[src/sv/qnorm_pkg.sv]
// qnorm_pkg: shared constants and types for the quaternion normaliser
// no dependencies
package qnorm_pkg;

    localparam int IN_FRAC_BITS_DEF  = 12;
    localparam int OUT_FRAC_BITS_DEF = 14;
    localparam int COMP_W            = 16;
    localparam int SUM_W             = 34;
    localparam int ROOT_W            = 17;
    localparam int ROOT_STEPS        = 17;
    localparam logic [15:0] MIN_NORM_RST = 16'd1;

    // one step of the restoring square root
    typedef struct packed {
        logic [SUM_W-1:0]  rem;
        logic [ROOT_W-1:0] root;
    } sqrt_state_t;

endpackage

[src/sv/qnorm_div_cell.sv]
// qnorm_div_cell: one restoring division stage for four components at once
// depends on qnorm_pkg
module qnorm_div_cell #(
    parameter int NUM_W = 32
) (
    input  logic                     clk,
    input  logic                     rst_n,
    input  logic                     in_valid,
    input  logic [4*NUM_W-1:0]       in_num,
    input  logic [4*(qnorm_pkg::ROOT_W+1)-1:0] in_rem,
    input  logic [4*NUM_W-1:0]       in_quo,
    input  logic [qnorm_pkg::ROOT_W-1:0] in_den,
    input  logic [4:0]               in_side,
    output logic                     out_valid,
    output logic [4*NUM_W-1:0]       out_num,
    output logic [4*(qnorm_pkg::ROOT_W+1)-1:0] out_rem,
    output logic [4*NUM_W-1:0]       out_quo,
    output logic [qnorm_pkg::ROOT_W-1:0] out_den,
    output logic [4:0]               out_side
);
    import qnorm_pkg::*;

    localparam int RW = ROOT_W + 1;

    logic [4*NUM_W-1:0] num_next;
    logic [4*RW-1:0]    rem_next;
    logic [4*NUM_W-1:0] quo_next;
    logic [RW:0]        sh;
    logic               valid_reg;
    logic [4*NUM_W-1:0] num_reg;
    logic [4*RW-1:0]    rem_reg;
    logic [4*NUM_W-1:0] quo_reg;
    logic [ROOT_W-1:0]  den_reg;
    logic [4:0]         side_reg;

    // shift in next numerator bit, subtract when it fits
    always_comb
    begin
        num_next = '0;
        rem_next = '0;
        quo_next = '0;
        sh       = '0;
        for (int i = 0; i < 4; i++)
        begin
            sh = {in_rem[i*RW +: RW], in_num[i*NUM_W + NUM_W-1]};
            num_next[i*NUM_W +: NUM_W] = {in_num[i*NUM_W +: NUM_W-1], 1'b0};
            if (sh >= {2'b00, in_den})
            begin
                rem_next[i*RW +: RW] = RW'(sh - {2'b00, in_den});
                quo_next[i*NUM_W +: NUM_W] = {in_quo[i*NUM_W +: NUM_W-1], 1'b1};
            end
            else
            begin
                rem_next[i*RW +: RW] = RW'(sh);
                quo_next[i*NUM_W +: NUM_W] = {in_quo[i*NUM_W +: NUM_W-1], 1'b0};
            end
        end
    end

    always_ff @(posedge clk or negedge rst_n)
    begin
        if (!rst_n)
            valid_reg <= 1'b0;
        else
            valid_reg <= in_valid;
    end

    always_ff @(posedge clk)
    begin
        num_reg  <= num_next;
        rem_reg  <= rem_next;
        quo_reg  <= quo_next;
        den_reg  <= in_den;
        side_reg <= in_side;
    end

    assign out_valid = valid_reg;
    assign out_num   = num_reg;
    assign out_rem   = rem_reg;
    assign out_quo   = quo_reg;
    assign out_den   = den_reg;
    assign out_side  = side_reg;
endmodule

[config.mk]
export PLATFORM = sky130hd
export DESIGN_NAME = qnorm_div_cell
export DESIGN_NICKNAME = d
export VERILOG_FILES = /design/src/sv/qnorm_pkg.sv /design/src/sv/qnorm_div_cell.sv
export SDC_FILE = /design/constraint.sdc
export NUM_CORES = 1
export LEC_CHECK = 0
export ABC_AREA = 1
export BUFFER_PORTS_ARGS = -buffer_cell sky130_fd_sc_hd__clkbuf_2
export CAP_MARGIN = 10
export CORE_AREA = 2 2 276 278
export CTS_BUF_LIST = sky130_fd_sc_hd__clkbuf_4
export DETAILED_ROUTE_END_ITERATION = 6
export DIE_AREA = 0 0 278 280
export PLACE_DENSITY_LB_ADDON = 0.05
export SYNTH_ARGS = -nofsm -noshare
export SYNTH_HDL_FRONTEND = slang
export SYNTH_SLANG_ARGS = --single-unit
[constraint.sdc]
create_clock -name clk -period 0.8 [get_ports clk]
set_input_delay 0.12 -clock clk [delete_from_list [all_inputs] [get_ports clk]]
set_output_delay 0.12 -clock clk [all_outputs]
set_load 0.01 [all_outputs]
# Word-level counts from Yosys, hierarchy flattened
# Cells that the tools add are included.
dict set report word_totals {
  register_bits 347
  inputBits 353
  output_inout_bits 351
}
dict set report classes {
  addsub 4
  order_cmp 4
  mux 8
}
# cell count
set ops {}
lappend ops {{19-bit by 17-bit greater-or-equal comparator with 1-bit output} 4}
lappend ops {{18-bit 2-to-1 mux} 4}
lappend ops {{18-bit by 17-bit subtractor with 18-bit output} 4}
lappend ops {{1-bit 2-to-1 mux} 4}

# Longest topological paths before layout
dict set report logic_depth {
  word_depth 2
  ltp_mapped 14
  depth_no_buf 14
}

# Least setup slack after synthesis
# Ideal clock, no wire load.
dict set report synth_path {
  kind {input port to flip-flop}
  startpoint {in in_den[1] (netlist bit)}
  endpoint {reg rem_reg[17], in the netlist out_rem[17]}
  setup_ps 115
  arrival_time_ps 1489
  required_time_ps 685
  path_slack_ps -804
  path_stages 11
  path_cell_list {inv_1 > ha_1 > nand2_1 > nor2_1 > nor2_4 > inv_2 > nand3_2 > nand3_2 > nor2_4 > buf_6 > a21oi_2}
}
dict set report synth_between {
  elab_chain_cells 2
}
# element line
set synth_rtl {}
lappend synth_rtl {{from (decl)} qnorm_div_cell.sv:12} ;# input logic [qnorm_pkg::ROOT_W-1:0] in_den,
lappend synth_rtl {{18-bit by 17-bit subtractor with 18-bit output or 19-bit by 17-bit greater-or-equal comparator with 1-bit output (tied branches)} {qnorm_div_cell.sv:49, qnorm_div_cell.sv:47}}
lappend synth_rtl {{18-bit 2-to-1 mux (*)} qnorm_div_cell.sv:47} ;# if (sh >= {2'b00, in_den})
lappend synth_rtl {{net rem_next[17]} qnorm_div_cell.sv:26} ;# logic [4*RW-1:0] rem_next;
lappend synth_rtl {{to (signal assigned)} qnorm_div_cell.sv:71} ;# rem_reg <= rem_next;
lappend synth_rtl {{to (decl)} qnorm_div_cell.sv:31} ;# logic [4*RW-1:0] rem_reg;
# The timed path passes the listed nets; every way through them passes the cells marked *.

# Worst setup path after layout
dict set report layout_path {
  startpoint {in in_num[95]}
  endpoint {reg rem_reg[44], in the netlist out_rem[44]}
}
dict set report layout_between {
  elab_chain_cells 2
}
# element line
set layout_rtl {}
lappend layout_rtl {{from (decl)} qnorm_div_cell.sv:9} ;# input logic [4*NUM_W-1:0] in_num,
lappend layout_rtl {{18-bit by 17-bit subtractor with 18-bit output or 19-bit by 17-bit greater-or-equal comparator with 1-bit output (tied branches)} {qnorm_div_cell.sv:49, qnorm_div_cell.sv:47}}
lappend layout_rtl {{18-bit 2-to-1 mux (*)} qnorm_div_cell.sv:47}
lappend layout_rtl {{net rem_next[44]} qnorm_div_cell.sv:26}
# Marks and branches as above.

==> metrics.txt <==
critical path class in -> reg; post-synthesis average cell area ~8.4 µm²; most common cell after layout, fill and taps aside dlygate4sd3_1; Yosys reg bits 347; routed vias/inst about 3.8; total of max-cap violations 0; WHS -0.574 ns; worst slack at placement -1.36 ns; start point of the worst hold path in_den[1]; router iterations before antenna repair 6; pin count of the biggest net entering global routing 18; CTS Buffer Depth 3; grt ovf 0; vias in the first global route 17500; initial core utilization 0.171; DIE AREA 77800 µm²; Async SR Flop Fraction 0.00288; Port Buffer Count around 700; final setup fails roughly 420; P_int 37.3 mW; DRC Markers 0; Worst Path Max Fanout 3; Net Sw Power 16.6 mW; Worst setup SP type input pin; Clk pin slew, worst setup/hold paths ~0.060 ns; Syn Inst Count roughly 1500; number of DRC markers in iteration 0 around 450; Final GP Congestion around 0.8; clock sink count 347; fin area approximately 33000 µm²; hold depth 1; post-synthesis instance area roughly 13000 µm²; Hold Path Class in -> reg; post-synthesis sequential area ratio 0.540; Pins Over Slew Limit 0; DP Area between 15000 and 20000 µm²; Ys Warns 0; Comb power frac 0.309; initial antenna violation count 18; maximum vdd drop about 0.00082 V; data required time of the worst path roughly 1.6 ns; GRT Util Overall 0.191; CP arrival ~2.3 ns; PwrDens 1660 nW/µm²; Root Buffer clkbuf_4; share of cells above drive strength 1 0.558; area delta synth->final 153%; Die Height 280 µm; Cell variety after synth 35; Achievable Freq about 640 MHz; final worst slack -0.770 ns; Hold Path End out_den[1]; fin crit share 1.96; Yosys top cell by area dfxtp_1; Worst setup EP type flop; RSZ-0062 raised after global routing true; Routed Antenna Nets 0; first-pass GRT wire length between 100000 and 150000 µm; WL/cell 17.9 µm; H-tree level count 3; switching part of the total 0.308; final wirelength a little under 80000 µm; Num CTS Buffers around 100; I/O pin count 704; Final Hold Viols 27; Main synth FF type dfxtp_1; Yosys top cell area share 0.538; Synth area leaders dfxtp_1 54%, nand2_1 17%, ha_1 6.6%; clock share of power 0.323; final worst path period need roughly 1.6 ns; Setup TNS -266.46 ns; Post-synth EDFFs 0; row count 101; Seq pwr share 0.367; Die X ~280 µm; nets 3701; CTS tree built; Final HPWL DP 58200 µm; status finished with violations; commonest cells after routing, fill and taps aside 610 x dlygate4sd3_1, 386 x nand2_1, 337 x clkbuf_2; Core Box Area between 70000 and 80000 µm²; Lkg Pwr between 15 and 20 nW; Vias roughly 16000; failing checks hold timing, setup timing
-- per-stage QoR --
stage / hold WS, ns / utilization / instances / total power, mW
2_1_floorplan: -0.176 / - / 1532 / 23.8
3_3_place_gp: -0.104 / 0.261 / 3457 / 29.9
3_5_place_dp: -0.103 / 0.261 / 3457 / 29.8
4_1_cts: -0.715 / 0.403 / 4323 / 52.6
5_1_grt: -0.685 / 0.432 / 4336 / 57.2
6_report: -0.574 / 0.433 / 4342 / 53.9
-- cells by family after synthesis --
family,synth area share
DFF,0.540
AOI/OAI and AO/OA,0.0289
xor gates and xnor gates,0.0204
buffers and inverters,0.0743
other,0.000291
adders and majority gates,0.0723
and+or+nand+nor,0.264
-- worst max-delay path by stage --
| stage | start | end | slack (ns) |
|---|---|---|---|
| after floorplan | in_den[1] | out_rem[17] | -0.77 |
| after global placement | in_den[2] | out_rem[45] | -1.39 |
| after detailed placement | in_den[2] | out_rem[45] | -1.36 |
| after CTS | out_side[1] | out_side[1] | -0.87 |
| after global routing | out_side[1] | out_side[1] | -0.82 |
| final | in_num[95] | out_rem[44] | -0.77 |
-- flip-flops by register name, summed over array words and instances (netlist names) --
register,cells
out_valid,1
out_rem,72
out_den,17
out_num,124
out_side,5
out_quo,128
-- critical path: stages --
cell	delay (ns)
clkbuf_2	0.08
inv_1	0.04
dlygate4sd3_1	0.65
ha_4	0.16
inv_1	0.05
fa_1	0.38
nand2_1	0.08
nand2_1	0.08
nand3_1	0.09
nand2_1	0.12
xor2_1	0.31
nand2_1	0.10
nand2_1	0.07
-- cell type report --
cell class	count	area, µm²
antenna	10	25.0
clock buffer	154	1160
clock inverter	30	156
fill	7459	42700
inverter	219	883
multi-input combinational	954	6980
sequential	347	7270
tap	978	1220
timing repair buffer	1650	14800
-- synthesized netlist by cell type (5+ instances only) --
library cell    n
nand2_1       574
dfxtp_1       346
inv_1         203
nor2_1         75
ha_1           68
nand3_1        52
a21oi_1        36
nand2_2        35
xor2_1         25
inv_2          14
o21ai_0        12
nand3b_1       10
nor2_2          8
nor2_4          8
buf_6           6
nand3_2         6
a21oi_2         5
nand4_1         5
nor3_1          5
xnor2_1         5
-- timing repair --
item,4_1_cts,5_1_grt
pin swaps,96,132
resized for setup,618,861
gates cloned,7,1
hold buffers,617,70
buffers inserted,60,21
setup endpoints to repair,423,423
endpoints found under the hold margin,348,83
-- routing by layer --
metal  routed length (µm)  vias to the layer above  global-route usage
met5                   80                        -                   0
met4                 4040                       14              0.0991
met3                 5730                      176              0.0644
met2                38100                      531               0.330
met1                29700                     7485               0.206
li1                     -                     8227                   -
-- power groups by stage --
| stage | clock, mW | sequential (mW) | combinational [mW] |
|---|---|---|---|
| after floorplan | 0 | 20.3 | 3.54 |
| after global placement | 0 | 19.6 | 10.2 |
| after detailed placement | 0 | 19.6 | 10.2 |
| after CTS | 18.3 | 19.5 | 14.8 |
| after global routing | 19.3 | 19.9 | 18.1 |
| final | 17.4 | 19.8 | 16.7 |
Note: power is estimated with default switching activity, not from simulation.
