### src/sv/qnorm_pkg.sv
// qnorm_pkg: shared constants and types for the quaternion normaliser
// no dependencies
package qnorm_pkg;

    localparam int IN_FRAC_BITS_DEF  = 12;
    localparam int OUT_FRAC_BITS_DEF = 14;
    localparam int COMP_W            = 16;
    localparam int SUM_W             = 34;
    localparam int ROOT_W            = 17;
    localparam int ROOT_STEPS        = 17;
    localparam logic [15:0] MIN_NORM_RST = 16'd1;

    // one step of the restoring square root
    typedef struct packed {
        logic [SUM_W-1:0]  rem;
        logic [ROOT_W-1:0] root;
    } sqrt_state_t;

endpackage

### src/sv/qnorm_sqrt_cell.sv
// qnorm_sqrt_cell: one stage of the pipelined integer square root
// depends on qnorm_pkg
module qnorm_sqrt_cell #(
    parameter int STEP = 0
) (
    input  logic                   clk,
    input  logic                   rst_n,
    input  logic                   in_valid,
    input  qnorm_pkg::sqrt_state_t in_st,
    input  logic [63:0]            in_comps,
    input  logic [15:0]            in_min,
    output logic                   out_valid,
    output qnorm_pkg::sqrt_state_t out_st,
    output logic [63:0]            out_comps,
    output logic [15:0]            out_min
);
    import qnorm_pkg::*;

    localparam int SH = 2 * (ROOT_STEPS - 1 - STEP);

    logic [SUM_W+1:0]  trial;
    logic [SUM_W+1:0]  rem_sh;
    sqrt_state_t       st_next;
    logic              valid_reg;
    sqrt_state_t       st_reg;
    logic [63:0]       comps_reg;
    logic [15:0]       min_reg;

    // compare remainder top bits against 4*root+1
    always_comb
    begin
        rem_sh  = {2'b00, in_st.rem} >> SH;
        trial   = {{(SUM_W-ROOT_W){1'b0}}, in_st.root, 2'b01};
        st_next = in_st;
        if (rem_sh >= trial)
        begin
            st_next.rem  = in_st.rem - SUM_W'(trial << SH);
            st_next.root = {in_st.root[ROOT_W-2:0], 1'b1};
        end
        else
        begin
            st_next.root = {in_st.root[ROOT_W-2:0], 1'b0};
        end
    end

    always_ff @(posedge clk or negedge rst_n)
    begin
        if (!rst_n)
            valid_reg <= 1'b0;
        else
            valid_reg <= in_valid;
    end

    always_ff @(posedge clk)
    begin
        st_reg    <= st_next;
        comps_reg <= in_comps;
        min_reg   <= in_min;
    end

    assign out_valid = valid_reg;
    assign out_st    = st_reg;
    assign out_comps = comps_reg;
    assign out_min   = min_reg;
endmodule

### config.mk
export PLATFORM = sky130hd
export DESIGN_NAME = qnorm_sqrt_cell
export DESIGN_NICKNAME = d
export VERILOG_FILES = /design/src/sv/qnorm_pkg.sv /design/src/sv/qnorm_sqrt_cell.sv
export SDC_FILE = /design/constraint.sdc
export NUM_CORES = 1
export LEC_CHECK = 0
export BUFFER_PORTS_ARGS = -buffer_cell sky130_fd_sc_hd__clkbuf_2
export CORE_AREA = 4 4 100 102
export DETAILED_ROUTE_END_ITERATION = 8
export DIE_AREA = 0 0 104 106
export MAX_ROUTING_LAYER = met4
export PLACE_DENSITY = 0.82
export SETUP_SLACK_MARGIN = 0.4
export SYNTH_ARGS = -nofsm -noshare
export SYNTH_HDL_FRONTEND = slang
export SYNTH_SLANG_ARGS = --single-unit
### constraint.sdc
create_clock -name clk -period 0.8 [get_ports clk]
set_clock_uncertainty 0.15 [all_clocks]
set_input_delay 0.04 -clock clk [delete_from_list [all_inputs] [get_ports clk]]
set_output_delay 0.04 -clock clk [all_outputs]
set_load 0.02 [all_outputs]
== Yosys cells after proc, flatten, opt, wreduce, memory -nomap -nowiden ==
Cells that the tools add are included.

* $add $sub $neg: 1
* $lt $le $gt $ge: 1
* Mux-type cells: 2

{| class="wikitable"
|+ Operators by type and width
! operator !! count
|-
| 2-to-1 mux 34 bit || 1
|-
| subtractor 34 x 33 -> 34 bit, second input constant || 1
|-
| greater-or-equal comparator 2 x 19 -> 1 bit || 1
|-
| 2-to-1 mux 1 bit || 1
|}

* Register bits: 132
* Input port bits: 134
* Output and inout port bits: 132
* Word-level logic and storage cells: 9

== Longest topological paths before layout ==
Gate-level depths: netlist of run 1.

* Depth after elaboration: 2
* Gate-level depth with buffers: 6
* Mapped depth without buffers: 6

== Worst setup path after synthesis of run 1 ==
OpenSTA, ideal clock, no wires.

* Kind: input-to-reg
* From: in in_st[3] (netlist name)
* To: reg st_reg, in the netlist out_st[50]
* Library setup time: 0.121 ns
* Data arrival time: 1.186 ns
* Data required time: 0.529 ns
* Slack: -0.657 ns
* Stages: 4
* Buffers on the path: 0
* Cells stage by stage: or4_4 > nor3_2 > and4_4 > mux2_4

{| class="wikitable"
|+ RTL lines
! what !! RTL line !! source
|-
| start, declared || qnorm_sqrt_cell.sv:9 || <nowiki>input qnorm_pkg::sqrt_state_t in_st,</nowiki>
|-
| end signal, assigned || qnorm_sqrt_cell.sv:56 || <nowiki>st_reg <= st_next;</nowiki>
|-
| end, declared || qnorm_sqrt_cell.sv:25 || <nowiki>sqrt_state_t st_reg;</nowiki>
|}

== Worst setup path in the final report of run 1 ==
* From: reg valid_reg (netlist: out_valid)
* To: out out_valid

{| class="wikitable"
|+ RTL lines
! what !! RTL line !! source
|-
| start, declared || qnorm_sqrt_cell.sv:24 || <nowiki>logic valid_reg;</nowiki>
|-
| start signal, assigned || qnorm_sqrt_cell.sv:51 || <nowiki>valid_reg <= in_valid;</nowiki>
|-
| end, declared || qnorm_sqrt_cell.sv:12 || <nowiki>output logic out_valid,</nowiki>
|}

No word-level cell between the ends.

==> metrics.cfg, run 1 <==
[logic_synthesis]
synth_top_area_cell = dfxtp_1
synth_area_mm2 = 0.002750
synthSimpleGateAreaFrac_pct = 2.275
avgSynthCellArea_um2 = 19.23
ys_ff_latch = 132
muxShareOfSynthArea_pct = 0.5460
ys_warn_count = 0
syn_nets = 278
synth_top_family_by_area = simple AND/OR/NAND/NOR gates
ys_types = 12
synth.top_cells.by_area = dfxtp_1 95%, dfrtp_1 0.91%, mux2_4 0.55%
yosysSeqAreaShare_pct = 96.27
syn_inst = 143
synth_compound_area_share_pct = 0
synthAdderAreaFrac_pct = 0.4550
synth_xor_area_share_pct = 0.3185
netlist.area_leader.share_pct = 95.36

[drt]
first_pass_iters = 4
ant_nets = 0
vias = 2441
wl_per_cell_um = 20.02
wl_mm = 11.97
viasPerCell = 4.082
drt_iter0_markers = 63
drc = 0

[power_and_ir_drop]
p_leak_nw = 3.589
pwr_density_cell_mw_per_mm2 = 2312
power_mw = 16.62
peakVddDrop_v = 0.001306

[clock_network]
hold_buffers = 79
clkSlewWorstSetupHoldPaths_ns = 0.06
clock-sinks = 132
cts_buffers = 17
clockBufferDepth = 2
htree_num_levels = 4
tritoncts = yes
cts-root-buf = clkbuf_8

[timing]
worst_slew_pin_slew_ns = 0.2882
setup_viol = 135
finalCritPeriodShare_pct = 151.9
fin_crit_ns = 1.215
slew_violations = 0
relSlewSlack_pct = 80.61
tns_ns = -45.62
layout_setup_ws_ns = -0.4149
final-hold-violation-count = 132
fmax_ghz = 0.8231
fin_hold_ws_ns = -0.5001
rsz0062_at_grt = true

[floorplan]
ios = 266
initial_core_util_pct = 30.19
die_x_um = 104
fp.coreArea_mm2 = 0.009109
dieHeight_um = 106
row_count = 35
die_area_mm2 = 0.01102

[worst_setup_path]
cp.arrival_ns = 1.02
cp_num_buf_inv = 1
path_depth = 1
slowest_delay_ns = 0.40
worst_ep_required_time_ns = 0.61
crit_path_start_kind = register
slowest_stage = dfrtp_1
crit_fanout = 1
crit_type = register to output port
crit_chain = buf_6
end_kind = output port
crit_family = flip-flops

[min_path]
worstHoldPathCells = 1
hp-class = input port to register

[cells_and_area]
area_delta_synth_final_pct = 161.4
final_cells = 598
drive_gt1_share_pct = 89.12
nets = 609
diodes = 0

[global_route]
grt.total_usage_pct = 21.58
grt_overflow = 0
grt_pass1_wl_mm = 17.25
grt_max_degree = 17
antenna_found_initial = 0
grt_pass1_vias = 2980

[outcome]
violations = hold timing, setup timing
status = complete, but fails checks

[flow_run]
drv_cap = 0

[place]
portBuffers = 265
gp_congestion = 0.7956
dpl.cell_count = 522
hpwl_mm = 6.932

==> placed cells by master, fill, tap and decap left out, drive strengths merged <==
cell type | Yosys | routed
and4 | 1 | 1
buf | 0 | 136
bufinv | 0 | 3
clkbuf | 0 | 151
clkinv | 0 | 7
clkinvlp | 0 | 2
dfrtp | 1 | 1
dfxtp | 131 | 131
dlygate4sd3 | 0 | 2
dlymetal6s4s | 0 | 42
ha | 1 | 1
inv | 1 | 2
mux2 | 1 | 1
nor3 | 2 | 2
nor4 | 3 | 3
or4 | 1 | 1
xor2 | 1 | 1
==> repair_timing <==
action	4_1_cts	5_1_grt
buffers inserted	0	0
gates resized for setup	265	178
hold endpoints to repair	133	132
endpoints found under the setup margin	135	212
pin swaps	1	1
==> kinds of logic after synthesis <==
kind of cell,count (synthesis)
adders and majority gates,1
xor gates and xnor gates,1
and+or+nand+nor,7
DFF,132
muxes,1
buffers and inverters,1
==> registers in the layout, summed over array words and instances (netlist names) <==
register / count
out_st: 51
out_min: 16
out_valid: 1
out_comps: 64
==> path summary, 6_finish.rpt <==
path	startpoint	end	slack, ns
setup / recovery	out_valid	out_valid	-0.41
hold / removal	in_st[3]	out_st[4]	-0.50
max in group asynchronous	rst_n	out_valid	0.67
min in group asynchronous	rst_n	out_valid	-0.26
==> Yosys cell counts <==
master   number
dfxtp_1     131
nor4_1        2
and4_4        1
dfrtp_1       1
ha_1          1
inv_1         1
mux2_4        1
nor3_1        1
nor3_2        1
nor4_2        1
or4_4         1
xor2_1        1
==> report_power, final <==
group / switching (mW) / internal, mW / leakage (nW) / total (mW)
logic: 0.808 / 1.30 / 2.14 / 2.11
registers: 0.254 / 6.75 / 1.16 / 7.00
clock network: 2.76 / 4.75 / 0.282 / 7.50
==> through the flow <==
stage	util (%)	setup slack, ns	cell area, um^2
after CTS	79.67	-0.4426	7257
final	78.91	-0.4149	7188
after detailed placement	51.88	-0.8581	4726
after global placement	51.88	-0.8015	4726
after global routing	78.91	-0.4624	7188
after floorplan	-	-0.6566	3238
==> layer usage <==
layer  global-route usage [%]  vias to the layer above  part of all wire (%)  wire length (um)
met5                        -                        -                     0                 0
met4                    7.597                        0                   2.3               277
met3                    7.286                       20                   6.8               811
met2                    41.18                      158                    58              6930
met1                    20.06                     1141                    33              3954
li1                         -                     1122                     -                 -
==> layout make-up <==
type,instances,area [um^2]
clock buffers,19,421.7
inverters,1,3.754
clock inverters,13,160.2
multi-input cells,10,105.1
flip-flops and latches,132,3137
fillers,487,1921
repair buffers,312,3222
well taps,111,138.9
Note: power is estimated with default switching activity, not from simulation.
==> run 2, diff against run 1 <==
Clock period 0.8 ns to 1.1 ns, I/O delays scaled along.
==> run 2 against run 1 <==
  * The run now fails in clock tree synthesis
  * Area after synthesis unchanged
  * Synthesized cell count unchanged
==> metrics.cfg, run 2 <==
[outcome]
status = aborted with a tool error
lastStage = clock tree synthesis
firstError = [ERROR RSZ-0060] Max buffer count reached.

[clock_network]
clock-sinks = 132
cts-root-buf = clkbuf_8
cts_resized = 381
cts_buffers = 17
htree_num_levels = 4
hold_buffers = 112
post_cts_buffers = 1
clockBufferDepth = 2

[logic_synthesis]
synth-edff-count = 0
synth_top_area_cell = dfxtp_1
synth_most_common_cell = dfxtp_1
ys_warn_count = 0
synth_area_mm2 = 0.002750
synthTopCellsByCount = 131 x dfxtp_1, 2 x nor4_1
syn_inst = 143
ys_types = 12
ys_ff_latch = 132
synthArstFlopShare_pct = 0.7576
synth.top_cells.by_area = dfxtp_1 95%, dfrtp_1 0.91%, mux2_4 0.55%
avgSynthCellArea_um2 = 19.23
netlist.area_leader.share_pct = 95.36
synth_ff_type = dfxtp_1
yosysSeqAreaShare_pct = 96.27
syn_nets = 278

[place]
hpwl_mm = 6.756
dpl.cell_count = 522
portBuffers = 265
gp_congestion = 0.7511
dpl_cell_area_mm2 = 0.004238

[floorplan]
row_count = 35
ios = 266
dieHeight_um = 106
initial_core_util_pct = 30.19
die_x_um = 104

-- run 2: metrics by stage --
step | worst slack, ns | utilization [%] | setup TNS [ns]
floorplan | -0.3719 | - | -0.5601
detailed placement | -0.5500 | 46.52 | -1.293
global placement | -0.5117 | 46.52 | -1.185
-- run 2: kinds of logic after synthesis --
kind of cell / after synthesis / synth area share (%)
simple gates: 7 / 2.274
mux: 1 / 0.5458
flops: 132 / 96.27
fa+ha+maj: 1 / 0.4549
buf+inv: 1 / 0.1364
xor+xnor: 1 / 0.3185
==> run 3, diff against run 2 <==
Settings changed: CORE_AREA 4 4 100 102 to 4 4 101 103, DIE_AREA 0 0 104 106 to 0 0 105 107, MAX_ROUTING_LAYER met4 to not set, PLACE_DENSITY 0.82 to not set, PLACE_DENSITY_LB_ADDON set to 0.15, SETUP_SLACK_MARGIN 0.4 to not set.
Clock period 1.1 ns to 1.4 ns, I/O delays scaled along.
==> run 3 against run 2 <==
  * The flow again stops in clock tree synthesis
  * Synthesized cell count did not move
  * Area after synthesis did not move
==> metrics.cfg, run 3 <==
[outcome]
status = aborted with a tool error
lastStage = clock tree synthesis
firstError = [ERROR RSZ-0060] Max buffer count reached.

[clock_network]
cts-root-buf = clkbuf_8
post_cts_buffers = 0
htree_num_levels = 4
cts_resized = 0
cts_buffers = 17
clockBufferDepth = 2
hold_buffers = 111
clock-sinks = 132

[logic_synthesis]
ys_types = 12
avgSynthCellArea_um2 = 19.23
yosysSeqAreaShare_pct = 96.27
ys_warn_count = 0
syn_inst = 143
netlist.area_leader.share_pct = 95.36
synth_most_common_cell = dfxtp_1
synthTopCellsByCount = 131 x dfxtp_1, 2 x nor4_1
syn_nets = 278
synthArstFlopShare_pct = 0.7576
synth-edff-count = 0
synth.top_cells.by_area = dfxtp_1 95%, dfrtp_1 0.91%, mux2_4 0.55%
synth_top_area_cell = dfxtp_1
ys_ff_latch = 132
synth_ff_type = dfxtp_1
synth_area_mm2 = 0.002750

[place]
portBuffers = 265
hpwl_mm = 6.593
preCtsSetupSlack_ns = -0.2672
dpl_cell_area_mm2 = 0.004230
gp_congestion = 0.7661

[floorplan]
row_count = 35
ios = 266
dieHeight_um = 107
die_x_um = 105
initial_core_util_pct = 29.90

-- run 3: cell counts after synthesis --
No cell type changed its count.
-- run 3: stage by stage --
stage / instances / hold slack, ns
floorplan: 143 / -0.3756
detailed placement: 521 / -0.3047
global placement: 521 / -0.3047
-- run 3: cells by family after synthesis --
| kind of cell | Yosys count | share of synthesized area, % |
|---|---|---|
| XOR/XNOR | 1 | 0.3185 |
| adder cells (fa/ha/maj) | 1 | 0.4549 |
| buffers and inverters | 1 | 0.1364 |
| flip-flops | 132 | 96.27 |
| multiplexers | 1 | 0.5458 |
| AND/OR/NAND/NOR | 7 | 2.274 |
